===== config.mk =====
export PLATFORM = sky130hd
export DESIGN_NAME = utf8_stream_decoder
export DESIGN_NICKNAME = d
export VERILOG_FILES = /design/src/u8sd_pkg.sv /design/src/u8sd_front.sv /design/src/u8sd_fifo.sv /design/src/u8sd_back.sv /design/src/utf8_stream_decoder.sv
export SDC_FILE = /design/constraint.sdc
export NUM_CORES = 1
export LEC_CHECK = 0
export ABC_AREA = 1
export BUFFER_PORTS_ARGS = -buffer_cell sky130_fd_sc_hd__buf_2
export CORE_UTILIZATION = 45
export CTS_BUF_LIST = sky130_fd_sc_hd__clkbuf_4 sky130_fd_sc_hd__clkbuf_8 sky130_fd_sc_hd__clkbuf_16
export DETAILED_ROUTE_END_ITERATION = 6
export GPL_TIMING_DRIVEN = 0
export SETUP_SLACK_MARGIN = 0.02
export SLEW_MARGIN = 10
export SYNTH_ARGS = -nofsm -noshare
export SYNTH_HDL_FRONTEND = slang
export SYNTH_SLANG_ARGS = --single-unit

===== constraint.sdc =====
create_clock -name clk -period 6.3 [get_ports clk]
set_input_delay 1.26 -clock clk [delete_from_list [all_inputs] [get_ports clk]]
set_output_delay 1.26 -clock clk [all_outputs]
set_load 0.02 [all_outputs]

===== src/u8sd_pkg.sv =====
// Shared types, constants and the lead-byte classifier for the UTF-8 stream decoder.
// No dependencies; imported by every module of the decoder.
package u8sd_pkg;

  localparam int unsigned CP_W     = 31;
  localparam int unsigned CNT_W    = 3;
  localparam int unsigned ST_W     = 2;
  localparam int unsigned IN_W     = 8;
  localparam int unsigned OUT_W    = 40;  // codepoint, byte_count, status, zero fill
  localparam int unsigned Q_DEPTH  = 4;

  typedef enum logic [ST_W-1:0] {
    ST_OK       = 2'd0,
    ST_BAD_LEAD = 2'd1,
    ST_BAD_CONT = 2'd2
  } status_t;

  typedef enum logic [1:0] {
    LEAD_ASCII,
    LEAD_SEQ,
    LEAD_BAD
  } lead_kind_t;

  typedef struct packed {
    lead_kind_t       kind;
    logic [CNT_W-1:0] len;
    logic [6:0]       bits;
  } lead_t;

  typedef struct packed {
    logic [CP_W-1:0]  codepoint;
    logic [CNT_W-1:0] byte_count;
    status_t          status;
  } result_t;

  // One queue entry: the results caused by one input item (one or two).
  typedef struct packed {
    result_t first;
    logic    has_second;
    result_t second;
  } entry_t;

  function automatic lead_t lead_decode(input logic [IN_W-1:0] b);
    lead_t l;
    l.kind = LEAD_BAD;
    l.len  = '0;
    l.bits = '0;
    case (b) inside
      [8'h00:8'h7F]: begin
        l.kind = LEAD_ASCII;
        l.len  = 3'd1;
        l.bits = b[6:0];
      end
      [8'hC0:8'hDF]: begin
        l.kind = LEAD_SEQ;
        l.len  = 3'd2;
        l.bits = {2'b0, b[4:0]};
      end
      [8'hE0:8'hEF]: begin
        l.kind = LEAD_SEQ;
        l.len  = 3'd3;
        l.bits = {3'b0, b[3:0]};
      end
      [8'hF0:8'hF4]: begin
        l.kind = LEAD_SEQ;
        l.len  = 3'd4;
        l.bits = {4'b0, b[2:0]};
      end
      [8'hF8:8'hFB]: begin
        l.kind = LEAD_SEQ;
        l.len  = 3'd5;
        l.bits = {5'b0, b[1:0]};
      end
      [8'hFC:8'hFD]: begin
        l.kind = LEAD_SEQ;
        l.len  = 3'd6;
        l.bits = {6'b0, b[0]};
      end
      default: begin
        l.kind = LEAD_BAD;
      end
    endcase
    return l;
  endfunction

  // Result for a byte handled as a lead that does not open a sequence.
  function automatic result_t lead_result(input lead_t l);
    result_t r;
    if (l.kind == LEAD_ASCII) begin
      r.codepoint  = {{(CP_W-7){1'b0}}, l.bits};
      r.byte_count = l.len;
      r.status     = ST_OK;
    end else begin
      r.codepoint  = '0;
      r.byte_count = '0;
      r.status     = ST_BAD_LEAD;
    end
    return r;
  endfunction

endpackage


===== src/u8sd_front.sv =====
// Front end: accepts bytes, tracks the open sequence and queues the results per byte.
// Depends on u8sd_pkg.
module u8sd_front
  import u8sd_pkg::*;
(
  input  logic            clk,
  input  logic            rst,
  input  logic            in_valid,
  output logic            in_ready,
  input  logic [IN_W-1:0] in_byte,
  output logic            push,
  output entry_t          push_entry,
  input  logic            q_full
);

  logic [CNT_W-1:0] bytes_remaining, bytes_remaining_next;
  logic [CNT_W-1:0] sequence_length, sequence_length_next;
  logic [CP_W-1:0]  partial_code, partial_code_next;
  logic             accept;
  logic             has_result;
  lead_t            lead;
  logic             is_cont;

  assign in_ready = !q_full;
  assign accept   = in_valid && in_ready;
  assign lead     = lead_decode(in_byte);
  assign is_cont  = (in_byte[7:6] == 2'b10);

  always_comb begin
    bytes_remaining_next = bytes_remaining;
    sequence_length_next = sequence_length;
    partial_code_next    = partial_code;
    has_result           = 1'b0;
    push_entry           = '0;
    push_entry.first     = lead_result(lead);
    push_entry.second    = lead_result(lead);
    if (bytes_remaining == '0) begin
      if (lead.kind == LEAD_SEQ) begin
        sequence_length_next = lead.len;
        bytes_remaining_next = lead.len - 3'd1;
        partial_code_next    = {{(CP_W-7){1'b0}}, lead.bits};
      end else begin
        has_result = 1'b1;
      end
    end else if (is_cont) begin
      partial_code_next    = {partial_code[CP_W-7:0], in_byte[5:0]};
      bytes_remaining_next = bytes_remaining - 3'd1;
      if (bytes_remaining == 3'd1) begin
        has_result                  = 1'b1;
        push_entry.first.codepoint  = partial_code_next;
        push_entry.first.byte_count = sequence_length;
        push_entry.first.status     = ST_OK;
        sequence_length_next        = '0;
      end
    end else begin
      // Drop the open sequence, then treat this byte as a new lead.
      has_result                  = 1'b1;
      push_entry.first.codepoint  = '0;
      push_entry.first.byte_count = '0;
      push_entry.first.status     = ST_BAD_CONT;
      bytes_remaining_next        = '0;
      sequence_length_next        = '0;
      if (lead.kind == LEAD_SEQ) begin
        sequence_length_next = lead.len;
        bytes_remaining_next = lead.len - 3'd1;
        partial_code_next    = {{(CP_W-7){1'b0}}, lead.bits};
      end else begin
        push_entry.has_second = 1'b1;
      end
    end
  end

  assign push = accept && has_result;

  always_ff @(posedge clk) begin
    if (rst) begin
      bytes_remaining <= '0;
      sequence_length <= '0;
      partial_code    <= '0;
    end else if (accept) begin
      bytes_remaining <= bytes_remaining_next;
      sequence_length <= sequence_length_next;
      partial_code    <= partial_code_next;
    end
  end

endmodule


===== src/u8sd_fifo.sv =====
// Short queue of per-byte result entries between the front and back ends.
// Depends on u8sd_pkg.
module u8sd_fifo
  import u8sd_pkg::*;
#(
  parameter int unsigned DEPTH = Q_DEPTH
)
(
  input  logic   clk,
  input  logic   rst,
  input  logic   push,
  input  entry_t push_entry,
  output logic   full,
  input  logic   pop,
  output logic   empty,
  output entry_t head
);

  localparam int unsigned PTR_W = (DEPTH > 1) ? $clog2(DEPTH) : 1;
  localparam int unsigned CNT_W = $clog2(DEPTH + 1);
  localparam logic [PTR_W-1:0] LAST_PTR = PTR_W'(DEPTH - 1);
  localparam logic [CNT_W-1:0] FULL_CNT = CNT_W'(DEPTH);

  entry_t           mem [DEPTH];
  logic [PTR_W-1:0] wr_ptr, rd_ptr;
  logic [CNT_W-1:0] count;
  logic             do_push, do_pop;

  assign full    = (count == FULL_CNT);
  assign empty   = (count == '0);
  assign do_push = push && !full;
  assign do_pop  = pop && !empty;
  assign head    = mem[rd_ptr];

  always_ff @(posedge clk) begin
    if (do_push) begin
      mem[wr_ptr] <= push_entry;
    end
  end

  always_ff @(posedge clk) begin
    if (rst) begin
      wr_ptr <= '0;
      rd_ptr <= '0;
      count  <= '0;
    end else begin
      if (do_push) begin
        wr_ptr <= (wr_ptr == LAST_PTR) ? '0 : wr_ptr + 1'b1;
      end
      if (do_pop) begin
        rd_ptr <= (rd_ptr == LAST_PTR) ? '0 : rd_ptr + 1'b1;
      end
      if (do_push && !do_pop) begin
        count <= count + 1'b1;
      end else if (!do_push && do_pop) begin
        count <= count - 1'b1;
      end
    end
  end

endmodule


===== src/u8sd_back.sv =====
// Back end: expands queued entries into result items behind an output register.
// Depends on u8sd_pkg.
module u8sd_back
  import u8sd_pkg::*;
(
  input  logic    clk,
  input  logic    rst,
  input  logic    q_empty,
  input  entry_t  q_head,
  output logic    pop,
  output logic    out_valid,
  input  logic    out_ready,
  output result_t out_result,
  output logic    out_last
);

  logic second_pending;
  logic load;

  assign load = !out_valid || out_ready;
  assign pop  = load && !q_empty && (second_pending || !q_head.has_second);

  always_ff @(posedge clk) begin
    if (rst) begin
      out_valid      <= 1'b0;
      second_pending <= 1'b0;
    end else if (load) begin
      out_valid <= !q_empty;
      if (!q_empty) begin
        second_pending <= !second_pending && q_head.has_second;
      end
    end
  end

  // Hold the payload while the result waits; load the next one when free.
  always_ff @(posedge clk) begin
    if (load && !q_empty) begin
      if (second_pending) begin
        out_result <= q_head.second;
        out_last   <= 1'b1;
      end else begin
        out_result <= q_head.first;
        out_last   <= !q_head.has_second;
      end
    end
  end

endmodule


===== src/utf8_stream_decoder.sv =====
// Top level of the six-byte UTF-8 stream decoder: front end, result queue, back end.
// Depends on u8sd_pkg, u8sd_front, u8sd_fifo and u8sd_back.
//
//   channel  direction  contents
//   s_*      in         one raw byte per item
//   m_*      out        codepoint, byte_count, status; tlast on final result of a byte
//
// One byte is accepted per cycle while the queue has room; a byte yields zero, one
// or two result items, the two-result case (bad continuation followed by ASCII or
// bad lead) being held as one queue entry and sent as two output items. An accepted
// byte's result passes through the queue write, then the output register. Reset is
// synchronous and leaves the decoder idle awaiting a lead byte. s_tready drops only
// when the queue of QUEUE_DEPTH entries is full; m_tready stalls only the back end.
module utf8_stream_decoder
  import u8sd_pkg::*;
#(
  parameter int unsigned QUEUE_DEPTH = Q_DEPTH
)
(
  input  logic             clk,
  input  logic             rst,
  input  logic             s_tvalid,
  output logic             s_tready,
  input  logic [IN_W-1:0]  s_tdata,   // [7:0] data_byte
  output logic             m_tvalid,
  input  logic             m_tready,
  output logic [OUT_W-1:0] m_tdata,   // [30:0] codepoint, [33:31] byte_count,
                                      // [35:34] status, [39:36] zero
  output logic             m_tlast
);

  logic    push, q_full, q_empty, pop;
  entry_t  push_entry, q_head;
  result_t out_result;

  u8sd_front u_front (
    .clk        (clk),
    .rst        (rst),
    .in_valid   (s_tvalid),
    .in_ready   (s_tready),
    .in_byte    (s_tdata),
    .push       (push),
    .push_entry (push_entry),
    .q_full     (q_full)
  );

  u8sd_fifo #(
    .DEPTH (QUEUE_DEPTH)
  ) u_fifo (
    .clk        (clk),
    .rst        (rst),
    .push       (push),
    .push_entry (push_entry),
    .full       (q_full),
    .pop        (pop),
    .empty      (q_empty),
    .head       (q_head)
  );

  u8sd_back u_back (
    .clk        (clk),
    .rst        (rst),
    .q_empty    (q_empty),
    .q_head     (q_head),
    .pop        (pop),
    .out_valid  (m_tvalid),
    .out_ready  (m_tready),
    .out_result (out_result),
    .out_last   (m_tlast)
  );

  assign m_tdata = {4'b0, out_result.status, out_result.byte_count, out_result.codepoint};

endmodule

Word level (Yosys, flattened, before mapping)
Memory sizes are Yosys's and may differ from the RTL's. A register that Yosys moved wholly into a read port is not among the register bits.
Index checks and enable logic that the tools add are counted.
W data, S select, Z words.
{ "word_totals": {"output_inout_bits": 43, "memories": 1, "inputBits": 12, "mem_bits_rw": 196, "regBits": 83} }
{ "classes": {"bitwise_logic": 1, "order_cmp": 12, "eq_ne": 8, "addsub": 6, "n_reduce_logical": 31, "muxes": 42} }
{ "memory_table": {"columns": ["name", "words", "width", "rd", "rd_clocked_by_memory_dff", "wr", "line_no", "source"], "rows": [
  ["u_fifo.mem", 4, 49, 1, 1, 1, "u8sd_fifo.sv:24", "entry_t mem [DEPTH];"]
]} }
{ "op_table": {"columns": ["cell", "n"], "rows": [
  ["$mux W36", 3],
  ["$mux W31", 3],
  ["$mux W10", 6],
  ["$ge A8 B8 Y1 const B", 5],
  ["$le A8 B8 Y1 const B", 5],
  ["$mux W37", 1],
  ["$mux W3", 11],
  ["$mux W2", 10],
  ["$logic_and A1 B1 Y1", 15],
  ["$mux W12", 1],
  ["$sub A3 B1 Y3 const B", 3],
  ["$ge A8 B1 Y1 const B", 1],
  ["$le A8 B7 Y1 const B", 1],
  ["$logic_not A1 Y1", 7],
  ["$mux W1", 7],
  ["$eq A2 B2 Y1 const B", 3],
  ["$logic_not A3 Y1", 2],
  ["$add A2 B1 Y2 const B", 2],
  ["$reduce_and A2 Y1", 2],
  ["$add A3 B1 Y3 const B", 1],
  ["$eq A3 B1 Y1 const B", 1],
  ["$eq A3 B3 Y1 const B", 1],
  ["$ne A3 B3 Y1 const B", 1],
  ["$reduce_and A3 Y1", 1],
  ["6 further kinds", 7]
]} }

Longest topological paths before layout
Gate-level depths: netlist of the first run.
{ "depth": {"depth_word": 17, "ltp_mapped": 17, "ltp_nobuf": 16} }

By module
From an unflattened synthesis of the first run, not the netlist that was laid out.
{ "unflattened": {"cells_unflattened": 1298, "hier_area_um2": 15354.7} }
{ "modules_own_cells": {"columns": ["mod", "instances", "area_per_inst_um2", "cells_each"], "rows": [
  ["u8sd_fifo", 1, 11337.1, 777],
  ["u8sd_front", 1, 2264.7, 348],
  ["u8sd_back", 1, 1719.1, 168],
  ["utf8_stream_decoder", 1, 33.8, 5]
]} }

Worst setup path before layout of the first run
Ideal clock, no wire load.
{ "synth_path": {"kind": "in2reg", "start": "input m_tready", "end": "register u_fifo.count[1]", "path_buffers": 0, "path_stages": 8, "setup_time_ns": 0.120, "setup_slack_ns": 1.554, "required_ns": 6.180, "t_arrival_ns": 4.626, "path_cell_list": "nor2_1 a31oi_1 nand2_1 ha_1 inv_1 fa_1 o21ai_0 a21oi_1"} }
{ "synth_via": {"elab_chain_len": 7} }
{ "synth_lines": {"columns": ["item", "line_no", "source"], "rows": [
  ["from (decl)", "utf8_stream_decoder.sv:26", "input logic m_tready,"],
  ["$logic_or A1 B1 Y1 (*)", "u8sd_back.sv:20", "assign load = !out_valid || out_ready;"],
  ["$logic_and A1 B1 Y1 (*) (2 in series)", "u8sd_back.sv:21", "assign pop = load && !q_empty && (second_pending || !q_head.has_second);"],
  ["$logic_and A1 B1 Y1 (*)", "u8sd_fifo.sv:32", "assign do_pop = pop && !empty;"],
  ["$logic_not A1 Y1", "u8sd_fifo.sv:53", "if (do_push && !do_pop) begin"],
  ["$logic_and A1 B1 Y1", "u8sd_fifo.sv:53", null],
  ["$mux W3 / $reduce_bool A2 Y1 (equally long branches)", null, null],
  ["to (signal assigned)", "u8sd_fifo.sv:54", "count <= count + 1'b1;"],
  ["to (signal assigned)", "u8sd_fifo.sv:56", "count <= count - 1'b1;"],
  ["to (decl)", "u8sd_fifo.sv:26", "logic [CNT_W-1:0] count;"]
]} }
Every way passes the cells marked *; elsewhere a longest branch is shown, timed or not.
A chain may end at the register's enable or synchronous reset.

Worst setup path after layout of the first run
{ "layout_path": {"start": "input s_tdata[7]", "end": "register u_fifo.count[2]"} }
{ "layout_via": {"elab_chain_len": 16} }
{ "layout_lines": {"columns": ["item", "line_no", "source"], "rows": [
  ["from (decl)", "utf8_stream_decoder.sv:24", "input logic [IN_W-1:0] s_tdata,"],
  ["$ge A8 B8 Y1 (implied by the code) / $le A8 B8 Y1 (equally long branches)", "u8sd_front.sv:26", "assign lead = lead_decode(in_byte);"],
  ["$logic_and A1 B1 Y1 (implied by the code)", "u8sd_front.sv:26", null],
  ["$mux W2 (6 in series)", "u8sd_pkg.sv:48", "case (b) inside"],
  ["$eq A2 B1 Y1", "u8sd_front.sv:38", "if (lead.kind == LEAD_SEQ) begin"],
  ["$mux W1", "u8sd_front.sv:38", null],
  ["$mux W1 (*)", "u8sd_front.sv:37", "if (bytes_remaining == '0) begin"],
  ["$logic_and A1 B1 Y1 (*)", "u8sd_front.sv:73", "assign push = accept && has_result;"],
  ["$logic_and A1 B1 Y1 (*)", "u8sd_fifo.sv:31", "assign do_push = push && !full;"],
  ["net u_fifo.do_push", "u8sd_fifo.sv:27", "logic do_push, do_pop;"],
  ["$logic_not A1 Y1", "u8sd_fifo.sv:55", "end else if (!do_push && do_pop) begin"],
  ["$logic_and A1 B1 Y1", "u8sd_fifo.sv:55", null],
  ["$reduce_bool A2 Y1 (no source line)", null, null]
]} }
The timed path passes the listed nets; every way through them passes the cells marked *.

==> results.yml, run 1 <==
timing:
  fin_crit_sh: 0.488
  setup_tns_ns: 0
  finClkSkew_ns: 0.00951
  fin_crit_ns: 3.08
  tightestPinTransition_ns: 0.879
  setup_viol: 0
  max-slew-margin-rel: 0.409
  fmax_mhz: 325
  rsz0062_at_grt: "no"
  finalHoldViolCount: 0
  whs_ns: 0.458
  slew_violations: 0
synth:
  yosys.area_share.simple: 0.145
  synth_xor_area_frac: 0.000792
  synth_top_family_by_area: "simple AND/OR/NAND/NOR gates"
  ys_warn_count: 0
  syn_area_per_cell_um2: 11.4
  muxShareOfSynthArea: 0
  ys.flop_type: "edfxtp_1"
  synth-edff-count: 229
  synth_adder_area_share: 0.0131
  syn_inst: 969
  synth-seq-area-share: 0.698
  syn_area_um2: 11100
  synth_compound_area_frac: 0.103
  async_flop_share: 0
  ys_seq_elements: 271
  synth.distinct_cells: 40
cells_and_area:
  final_cell_mix: "edfxtp_1, nor2_1, o21ai_0, nand2_1, buf_2"
  final_util: 0.533
  final_nets: 1093
  num_antenna_cells: 0
  final_common_cell: "edfxtp_1"
  drive_above_1_share: 0.137
  area_growth_pct: 16.5
  fillers: 2072
worst_setup_path:
  worstSetupPathType: "primary input to register"
  cp-startpoint: "s_tdata[7]"
  r2r_setup_slack_ns: 3.45
  ff2ff_path_depth: 14
  r2r_end: "u_fifo.count[1]$_SDFFE_PP0P_"
  cp_data_arrival_time_ns: 3.55
  critPathRequiredTime_ns: 6.78
  cp-start-kind: "primary input"
  r2r_start: "u_front.bytes_remaining[0]$_SDFFE_PP0P_"
  crit_path_end: "u_fifo.count[2]$_SDFFE_PP0P_"
  end_kind: "register"
  crit_fanout: 10
route:
  antenna_left: 0
  finalWirelength_um: 25300
  drc_errors: 0
  drt_iter0_drc: 585
  via_count: 7288
  wl_per_cell_um: 17.9
  drt_first_pass_iters: 5
  vias_per_cell: 5.15
clock_tree:
  clockBufferDepth: 3
  clk_pin_slew_ns: 0.06
  htreeDepth: 1
  cts_setup_buffers: 0
  cts-resized-gates: 0
  cts_root_buf: "clkbuf_16"
  cts-hold-fix-buffers: 0
  clk_latency_ns: 0.55
  cts_made_buffers: 29
  cts_tree: "done"
  cts_sinks: 271
global_routing:
  gr-total-overflow: 0
  grt_max_degree: 25
  grt_pass1_wl_um: 39700
  grt_pass1_vias: 6959
  track_usage: 0.205
  antenna_found_initial: 0
job:
  maxCapViolations: 0
floorplanning:
  fp-row-count: 57
  dieArea_um2: 25200
  fp.dieH_um: 159
  start_util: 0.457
  num_io_pins: 55
  core_area_um2: 24200
  die_x_um: 159
placed_design:
  routabilityCongestion: 0.867
  io_buffers: 50
  dp_hpwl_um: 17100
power_and_ir_drop:
  pwr_density_cell_nw_per_um2: 463
  max-vdd-ir-drop_mv: 0.320
  p_leak_uw: 0.00464
hold_path:
  hold_path_class: "register to register"
run_status:
  status: "finished, final reports clean"
synthesized netlist by cell type (2+ instances only):
cell,instances,area share
buf_4,4,0.0027
nand2_1,95,0.032
nand3_1,14,0.0063
dfxtp_1,42,0.076
nor3b_1,19,0.013
o22ai_1,13,0.0074
buf_6,4,0.0041
nand2_2,5,0.0028
ha_1,10,0.011
nor3_1,7,0.0032
edfxtp_1,229,0.62
clkbuf_1,40,0.014
a21oi_2,4,0.0032
buf_2,4,0.0018
o21ai_0,113,0.051
a21oi_1,52,0.024
inv_2,6,0.0020
nor2_4,3,0.0031
inv_1,40,0.014
nor2_1,222,0.075
a31oi_1,17,0.0096
o31ai_1,5,0.0034
inv_4,2,0.0011
buf_1,3,0.0010
metal layers:
layer  vias to the layer above  GRT usage  part of all wire
met5                         -          0                 0
met4                         0     0.0512             0.016
met3                        36     0.0274             0.064
met2                       206      0.319              0.46
met1                      3482      0.302              0.46
li1                       3564          -                 -
worst max-delay path, cell delays in order:
cell	delay, ns
buf_2	0.12
buf_6	0.14
nand2_4	0.09
clkinv_1	0.09
nand2_1	0.07
o21bai_4	0.14
nand3_4	0.17
nand2_1	0.11
nand2_2	0.17
inv_1	0.15
ha_1	0.15
inv_1	0.07
fa_1	0.39
nor2_1	0.12
nor2_1	0.04
nand2_1	0.07
o21ai_0	0.07
a21oi_1	0.13
final cells by class:
class / instances / area (um^2) / area share
clock buffers: 33 / 756 / 0.0587
inverters: 49 / 189 / 0.0147
plain buffers: 55 / 256 / 0.0199
clock inverters: 19 / 111 / 0.00865
flip-flops and latches: 271 / 7720 / 0.599
well taps: 324 / 405 / 0.0315
repair buffers: 59 / 460 / 0.0358
multi-input cells: 605 / 2980 / 0.232
power by group:
part           total [uW]  switching, uW  internal, uW
registers            2460           77.8          2390
logic                1950           1390           555
clock network        1550            687           861
total                5960           2160          3800
through the flow:
step           instance area, um^2  worst slack (ns)  instances  power [uW]
2_1_floorplan                11100              1.55        980        3740
3_3_place_gp                 11800            -0.342       1354        4380
3_5_place_dp                 12000              2.66       1363        4460
4_1_cts                      12900              3.22       1415        6000
5_1_grt                      12900              3.03       1415        6300
6_report                     12900              3.22       1415        5960
logic make-up after synthesis:
family	after synthesis
DFF	271
and+or+nand+nor	373
AOI/OAI and AO/OA	208
xor gates and xnor gates	1
other	1
adders and majority gates	11
buffers and inverters	104
sequential cells by signal (all words and copies together), names as in the netlist, named ones only:
name and cells:
u_fifo.mem 192, u_back.second_pending 1, u_front.bytes_remaining 3, u_back.out_last 1, u_back.out_valid 1, u_fifo.wr_ptr 2, u_back.out_result 36, u_fifo.rd_ptr 2
u_fifo.count 3, u_front.partial_code 25, u_front.sequence_length 3
worst min path at each step:
| stage | start | end | slack, ns | cells past startpoint |
|---|---|---|---|---|
| after floorplan | u_front.partial_code[21]$_SDFFE_PP0P_ | u_front.partial_code[21]$_SDFFE_PP0P_ | 0.43 | 2 |
| after global placement | u_front.partial_code[24]$_SDFFE_PP0P_ | u_front.partial_code[24]$_SDFFE_PP0P_ | 0.45 | 2 |
| after detailed placement | u_front.partial_code[21]$_SDFFE_PP0P_ | u_front.partial_code[21]$_SDFFE_PP0P_ | 0.45 | 2 |
| after CTS | u_front.partial_code[21]$_SDFFE_PP0P_ | u_front.partial_code[21]$_SDFFE_PP0P_ | 0.46 | 2 |
| after global routing | u_front.partial_code[21]$_SDFFE_PP0P_ | u_front.partial_code[21]$_SDFFE_PP0P_ | 0.48 | 2 |
| final | u_front.partial_code[21]$_SDFFE_PP0P_ | u_front.partial_code[21]$_SDFFE_PP0P_ | 0.46 | 2 |
(Power assumes the default switching activity.)
==> run 2: changes to the inputs <==
--- a/config.mk
+++ b/config.mk
@@ -5,7 +5,7 @@
 export SDC_FILE = /design/constraint.sdc
 export NUM_CORES = 1
 export LEC_CHECK = 0
-export ABC_AREA = 1
+export ABC_AREA = 0
 export BUFFER_PORTS_ARGS = -buffer_cell sky130_fd_sc_hd__buf_2
 export CORE_UTILIZATION = 45
 export CTS_BUF_LIST = sky130_fd_sc_hd__clkbuf_4 sky130_fd_sc_hd__clkbuf_8 sky130_fd_sc_hd__clkbuf_16
==> constraint.sdc (replaced) <==
create_clock -name clk -period 2.95 [get_ports clk]
set_input_delay 0.59 -clock clk [delete_from_list [all_inputs] [get_ports clk]]
set_output_delay 0.59 -clock clk [all_outputs]
set_load 0.02 [all_outputs]
==> run 2 against run 1 <==
Compared with the run above:
- synthesized area fell by 4.3%
- largest cell class unchanged
- critical path depth shrank 7
- clock power is 130% higher
- global-route usage fell by 3.5 points
- synthesized cell count down 40%
- clock skew is 0.0046 ns higher
- sequential power is 110% higher
- hold slack lost 0.10 ns
- wire length shrank 22%
- die area down 4.2%
==> results.yml, run 2 <==
route:
  via_count: 5298
  drc_errors: 0
  wl_per_cell_um: 19.5
  drt_first_pass_iters: 4
  drt_iter0_drc: 250
  finalWirelength_um: 19700
  antenna_left: 0
  vias_per_cell: 5.24
clock_tree:
  clockBufferDepth: 3
  cts_sinks: 271
  htreeDepth: 1
  cts_made_buffers: 29
  cts_root_buf: "clkbuf_16"
  clk_latency_ns: 0.54
  cts_tree: "done"
  clk_pin_slew_ns: 0.07
synth:
  async_flop_share: 0
  synth.distinct_cells: 54
  synth_area_leaders: "edfxtp_1, mux4_2, dfxtp_1, and2_1, nor2b_1"
  synthTopCellsByCount: "edfxtp_1, mux4_2, dfxtp_1, and2_1, nor2b_1"
  syn_area_um2: 10600
  syn_area_per_cell_um2: 18.1
  ys_warn_count: 0
  ys.flop_type: "edfxtp_1"
  synth_area_leader_cell: "edfxtp_1"
  yosysMostFrequentCell: "edfxtp_1"
  synth-seq-area-share: 0.729
  syn_inst: 585
  synth_top_area_frac: 0.650
  ys_seq_elements: 271
  synth-edff-count: 229
timing:
  slew_violations: 0
  tightestPinTransition_ns: 0.923
  fmax_mhz: 365
  setup_viol: 0
  max-slew-margin-rel: 0.384
  fin_crit_sh: 0.929
  finClkSkew_ns: 0.0141
  whs_ns: 0.355
  rsz0062_at_grt: "no"
  fin_crit_ns: 2.74
  finalHoldViolCount: 0
placed_design:
  dp_cells: 959
  routabilityCongestion: 0.876
  io_buffers: 49
  dp_hpwl_um: 12000
hold_path:
  hold_path_class: "primary input to register"
cells_and_area:
  final_cells: 1012
  final_nets: 701
  fillers: 1878
  area_growth_pct: 16.0
  largest_reg_flops: 192
  final_cell_mix: "edfxtp_1, buf_2, mux4_2, dfxtp_1"
  regMostFlops: "u_fifo.mem"
  drive_above_1_share: 0.273
  num_antenna_cells: 0
  reg_top3: "u_fifo.mem x192, u_back.out_result x36, u_front.partial_code x25"
  final_common_cell: "edfxtp_1"
floorplanning:
  fp-row-count: 55
  num_io_pins: 55
  core_area_um2: 22800
  die_x_um: 155
  fp.dieH_um: 155
  start_util: 0.463
  dieArea_um2: 24100
power_and_ir_drop:
  pwr_density_cell_nw_per_um2: 935
  p_leak_uw: 0.00422
  max-vdd-ir-drop_mv: 0.720
worst_setup_path:
  cp-start-kind: "register"
  cp_data_arrival_time_ns: 3.21
  crit_fanout: 7
  worstSetupPathType: "register to register"
  end_kind: "register"
  critPathRequiredTime_ns: 3.42
global_routing:
  grt_max_degree: 49
  grt_pass1_vias: 5651
  grt_pass1_wl_um: 31000
  antenna_found_initial: 0
  track_usage: 0.170
  gr-total-overflow: 0
job:
  maxCapViolations: 0
run_status:
  status: "finished, final reports clean"
-- run 2: changes by cell type in the layout (fill, tap and decap cells not counted), sizes merged, moves of 16 or more --
| cell | previous run | this run |
|---|---|---|
| a21oi | 56 | 10 |
| a22o | 0 | 21 |
| and2 | 0 | 37 |
| clkbuf | 73 | 45 |
| inv | 50 | 16 |
| mux4 | 0 | 48 |
| nand2 | 101 | 20 |
| nand3 | 16 | 0 |
| nor2 | 226 | 19 |
| nor2b | 0 | 32 |
| nor3b | 19 | 0 |
| o21ai | 115 | 9 |
-- run 2: logic make-up (layout without fill, tap and decap cells) --
kind of cell / after synthesis / in the layout / share of synthesized area
AO/OA/AOI/OAI: 61 / 61 / 0.0458
XOR/XNOR: 2 / 2 / 0.00166
adder cells (fa/ha/maj): 11 / 11 / 0.0137
buffers and inverters: 44 / 147 / 0.0201
flip-flops: 271 / 271 / 0.729
multiplexers: 65 / 65 / 0.120
other: 1 / 12 / 0.000354
AND/OR/NAND/NOR: 130 / 130 / 0.0696
-- run 2: per-layer routing --
| metal | up-vias | GRT usage | routed length, um |
|---|---|---|---|
| met5 | - | 0 | 0 |
| met4 | 0 | 0.0630 | 572 |
| met3 | 39 | 0.0240 | 659 |
| met2 | 104 | 0.294 | 9800 |
| met1 | 2699 | 0.218 | 8690 |
| li1 | 2456 | - | - |
-- run 2: path summary, 6_finish.rpt --
kind,start,to,slack [ns],depth (start not counted)
hold reg to reg,u_front.sequence_length[2]$_SDFFE_PP0P_,u_front.sequence_length[2]$_SDFFE_PP0P_,0.46,2
setup / recovery,u_front.bytes_remaining[0]$_SDFFE_PP0P_,u_fifo.count[2]$_SDFFE_PP0P_,0.21,11
hold / removal,m_tready,u_back.out_valid$_SDFFE_PP0N_,0.35,4
setup reg to reg,u_front.bytes_remaining[0]$_SDFFE_PP0P_,u_fifo.count[2]$_SDFFE_PP0P_,0.21,11
-- run 2: stage by stage --
stage / TNS [ns] / power (uW) / cell area [um^2] / setup WS [ns] / utilization
after global routing: 0 / 12000 / 12300 / 0.0363 / 0.537
after CTS: 0 / 11600 / 12300 / 0.109 / 0.537
after detailed placement: -11.06 / 8070 / 11300 / -0.270 / 0.495
after global placement: -82.52 / 7940 / 11300 / -0.435 / 0.494
final: 0 / 11500 / 12300 / 0.210 / 0.537
after floorplan: 0 / 7200 / 10600 / 0.317 / -
-- run 2: worst max-delay path: stages (launching register included) --
cell and delay [ns]:
dfxtp_1 0.38, inv_1 0.08, ha_1 0.29, nor2b_1 0.16
clkbuf_1 0.22, a31oi_4 0.25, ha_1 0.21, inv_1 0.06
fa_1 0.37, xor2_1 0.17, or3_1 0.32, a21oi_1 0.14
-- run 2: where the power goes --
part | internal [uW] | switching [uW]
logic | 1210 | 1630
registers | 4930 | 152
clock network | 2060 | 1500
-- run 2: layout make-up --
class                           count  area [um^2]  area share
Inverter                           13         48.8     0.00398
Multi-Input combinational cell    281         2730       0.222
Buffer                             31          164      0.0134
Sequential cell                   271         7720       0.629
Timing Repair Buffer               51          273      0.0222
Clock inverter                     21          198      0.0161
Clock buffer                       31          758      0.0618
Tap cell                          313          392      0.0319
-- run 2: timing repair --
| action | in CTS | in global routing |
|---|---|---|
| gates cloned | 0 | 0 |
| setup endpoints to repair | 1 | 1 |
| pin swaps | 0 | 1 |
| gates resized for setup | 1 | 0 |
| buffers inserted | 0 | 1 |
| hold buffers | 0 | 0 |
==> run 3: changes to the inputs <==
--- a/config.mk
+++ b/config.mk
@@ -11,7 +11,9 @@
 export CTS_BUF_LIST = sky130_fd_sc_hd__clkbuf_4 sky130_fd_sc_hd__clkbuf_8 sky130_fd_sc_hd__clkbuf_16
 export DETAILED_ROUTE_END_ITERATION = 6
 export GPL_TIMING_DRIVEN = 0
+export RECOVER_POWER = 25
 export SETUP_SLACK_MARGIN = 0.02
+export SKIP_LAST_GASP = 1
 export SLEW_MARGIN = 10
 export SYNTH_ARGS = -nofsm -noshare
 export SYNTH_HDL_FRONTEND = slang
==> run 3 against run 2 <==
Compared with the run above:
- sequential power about the same
- worst setup slack worse by 0.00093 ns
- via count fell by 0.28%
- sequential share of layout area grew 0.32 points
- final area down 0.51%
- fmax is essentially flat
- utilization decreased by 0.27 points
- total power down 0.63%
- largest power group unchanged
==> results.yml, run 3 (synthesized netlist as in run 2, its figures left out) <==
run_status:
  status: "finished, final reports clean"
job:
  maxCapViolations: 0
worst_setup_path:
  worstPathCellList: "inv_1 > ha_1 > nor2b_1 > clkbuf_1 > a31oi_4 > ha_1 > inv_1 > fa_1 > xor2_1 > or3_1 > a21oi_1"
  cp_top_family: "adder cells"
  critPathRequiredTime_ns: 3.42
  critPathMaxStageDelay_ns: 0.38
  worstSetupPathType: "register to register"
  cp_data_arrival_time_ns: 3.21
  cp-start-kind: "register"
  end_kind: "register"
  path_buf_inv: 3
  crit_fanout: 7
  cp_slowest_cell: "dfxtp_1"
placed_design:
  io_buffers: 49
  placed_area_um2: 11300
  dp_hpwl_um: 12000
  dp_cells: 959
  routabilityCongestion: 0.876
global_routing:
  grt_pass1_vias: 5651
  grt_pass1_wl_um: 31000
  gr-total-overflow: 0
  track_usage: 0.170
  antenna_found_initial: 0
  grt_max_degree: 49
floorplanning:
  start_util: 0.463
  core_area_um2: 22800
  dieArea_um2: 24100
  die_x_um: 155
  fp.dieH_um: 155
  num_io_pins: 55
  fp-row-count: 55
route:
  top_layer: "met4"
  antenna_left: 0
  vias_per_cell: 5.22
  via_count: 5283
  drt_iter0_drc: 228
  finalWirelength_um: 19800
  wl_per_cell_um: 19.5
  drc_errors: 0
  wl_met2_um: 9780
  wl_met1_um: 8620
  drt_first_pass_iters: 4
  wl_met3_um: 782
clock_tree:
  cts_sinks: 271
  clockBufferDepth: 3
  htreeDepth: 1
  clk_latency_ns: 0.54
  clk_pin_slew_ns: 0.07
  cts_root_buf: "clkbuf_16"
  cts_made_buffers: 29
  cts_tree: "done"
  cts-hold-fix-buffers: 0
cells_and_area:
  final_cell_mix: "edfxtp_1, clkbuf_1, mux4_2, dfxtp_1"
  regMostFlops: "u_fifo.mem"
  num_antenna_cells: 0
  final_cells: 1012
  area_growth_pct: 15.4
  drive_above_1_share: 0.215
  fillers: 1905
  final_nets: 701
  reg_top3: "u_fifo.mem x192, u_back.out_result x36, u_front.partial_code x25"
  fin_area_um2: 12200
  largest_reg_flops: 192
  final_common_cell: "edfxtp_1"
  final_util: 0.535
timing:
  setup_viol: 0
  finClkSkew_ns: 0.0130
  max-slew-margin-rel: 0.387
  tightestPinTransition_ns: 0.919
  whs_ns: 0.356
  fmax_mhz: 365
  fin_crit_sh: 0.929
  finalHoldViolCount: 0
  rsz0062_at_grt: "no"
  slew_violations: 0
  fin_crit_ns: 2.74
hold_path:
  hold_path_class: "primary input to register"
power_and_ir_drop:
  p_leak_uw: 0.00410
  total_power_uw: 11400
  max-vdd-ir-drop_mv: 0.722
  pwr_density_cell_nw_per_um2: 934
## run 3: changes by cell type in the layout (fill, tap and decap cells not counted), sizes merged
cell,previous run,this run
buf,68,29
clkbuf,45,84
## run 3: through the flow
stage	setup slack, ns	TNS (ns)
after floorplan	0.317	0
after global placement	-0.435	-82.52
after detailed placement	-0.270	-11.06
after CTS	0.109	0
after global routing	0.0363	0
final	0.209	0
## run 3: worst min-delay path: cells and delay by family
family                 cells  cell delay, ns
AOI/OAI and AO/OA          1            0.05
buffers and inverters      2            0.13
and+or+nand+nor            1            0.07
## run 3: timing repair
action	in CTS	in global routing
setup buffers	0	1
gates resized for setup	1	0
pin swaps	0	1
endpoints found under the setup margin	1	1
gates cloned	0	0
## run 3: final cells by class
type / count / area [um^2] / area share
inverter: 13 / 48.8 / 0.00400
clock inverter: 21 / 198 / 0.0162
tap: 313 / 392 / 0.0321
buffer: 31 / 164 / 0.0134
sequential: 271 / 7720 / 0.632
clock buffer: 31 / 758 / 0.0621
multi-input combinational: 281 / 2710 / 0.222
timing repair buffer: 51 / 224 / 0.0183
## run 3: worst paths after layout
kind,cells after the start,from,slack [ns],endpoint
min,4,m_tready,0.36,u_back.out_valid$_SDFFE_PP0N_
min reg2reg,2,u_front.sequence_length[2]$_SDFFE_PP0P_,0.46,u_front.sequence_length[2]$_SDFFE_PP0P_
max reg2reg,11,u_front.bytes_remaining[0]$_SDFFE_PP0P_,0.21,u_fifo.count[2]$_SDFFE_PP0P_
max,11,u_front.bytes_remaining[0]$_SDFFE_PP0P_,0.21,u_fifo.count[2]$_SDFFE_PP0P_
## run 3: where the power goes
part           total, uW  switching (uW)  leakage [uW]  internal [uW]
logic               2760            1630       0.00118           1130
registers           5090             160       0.00245           4930
clock network       3560            1500      0.000471           2060
## run 3: per-layer routing
metal | up-vias | track usage
met1 | 2681 | 0.218
met2 | 111 | 0.294
met4 | 0 | 0.0630
li1 | 2451 | -
met5 | - | 0
met3 | 40 | 0.0240
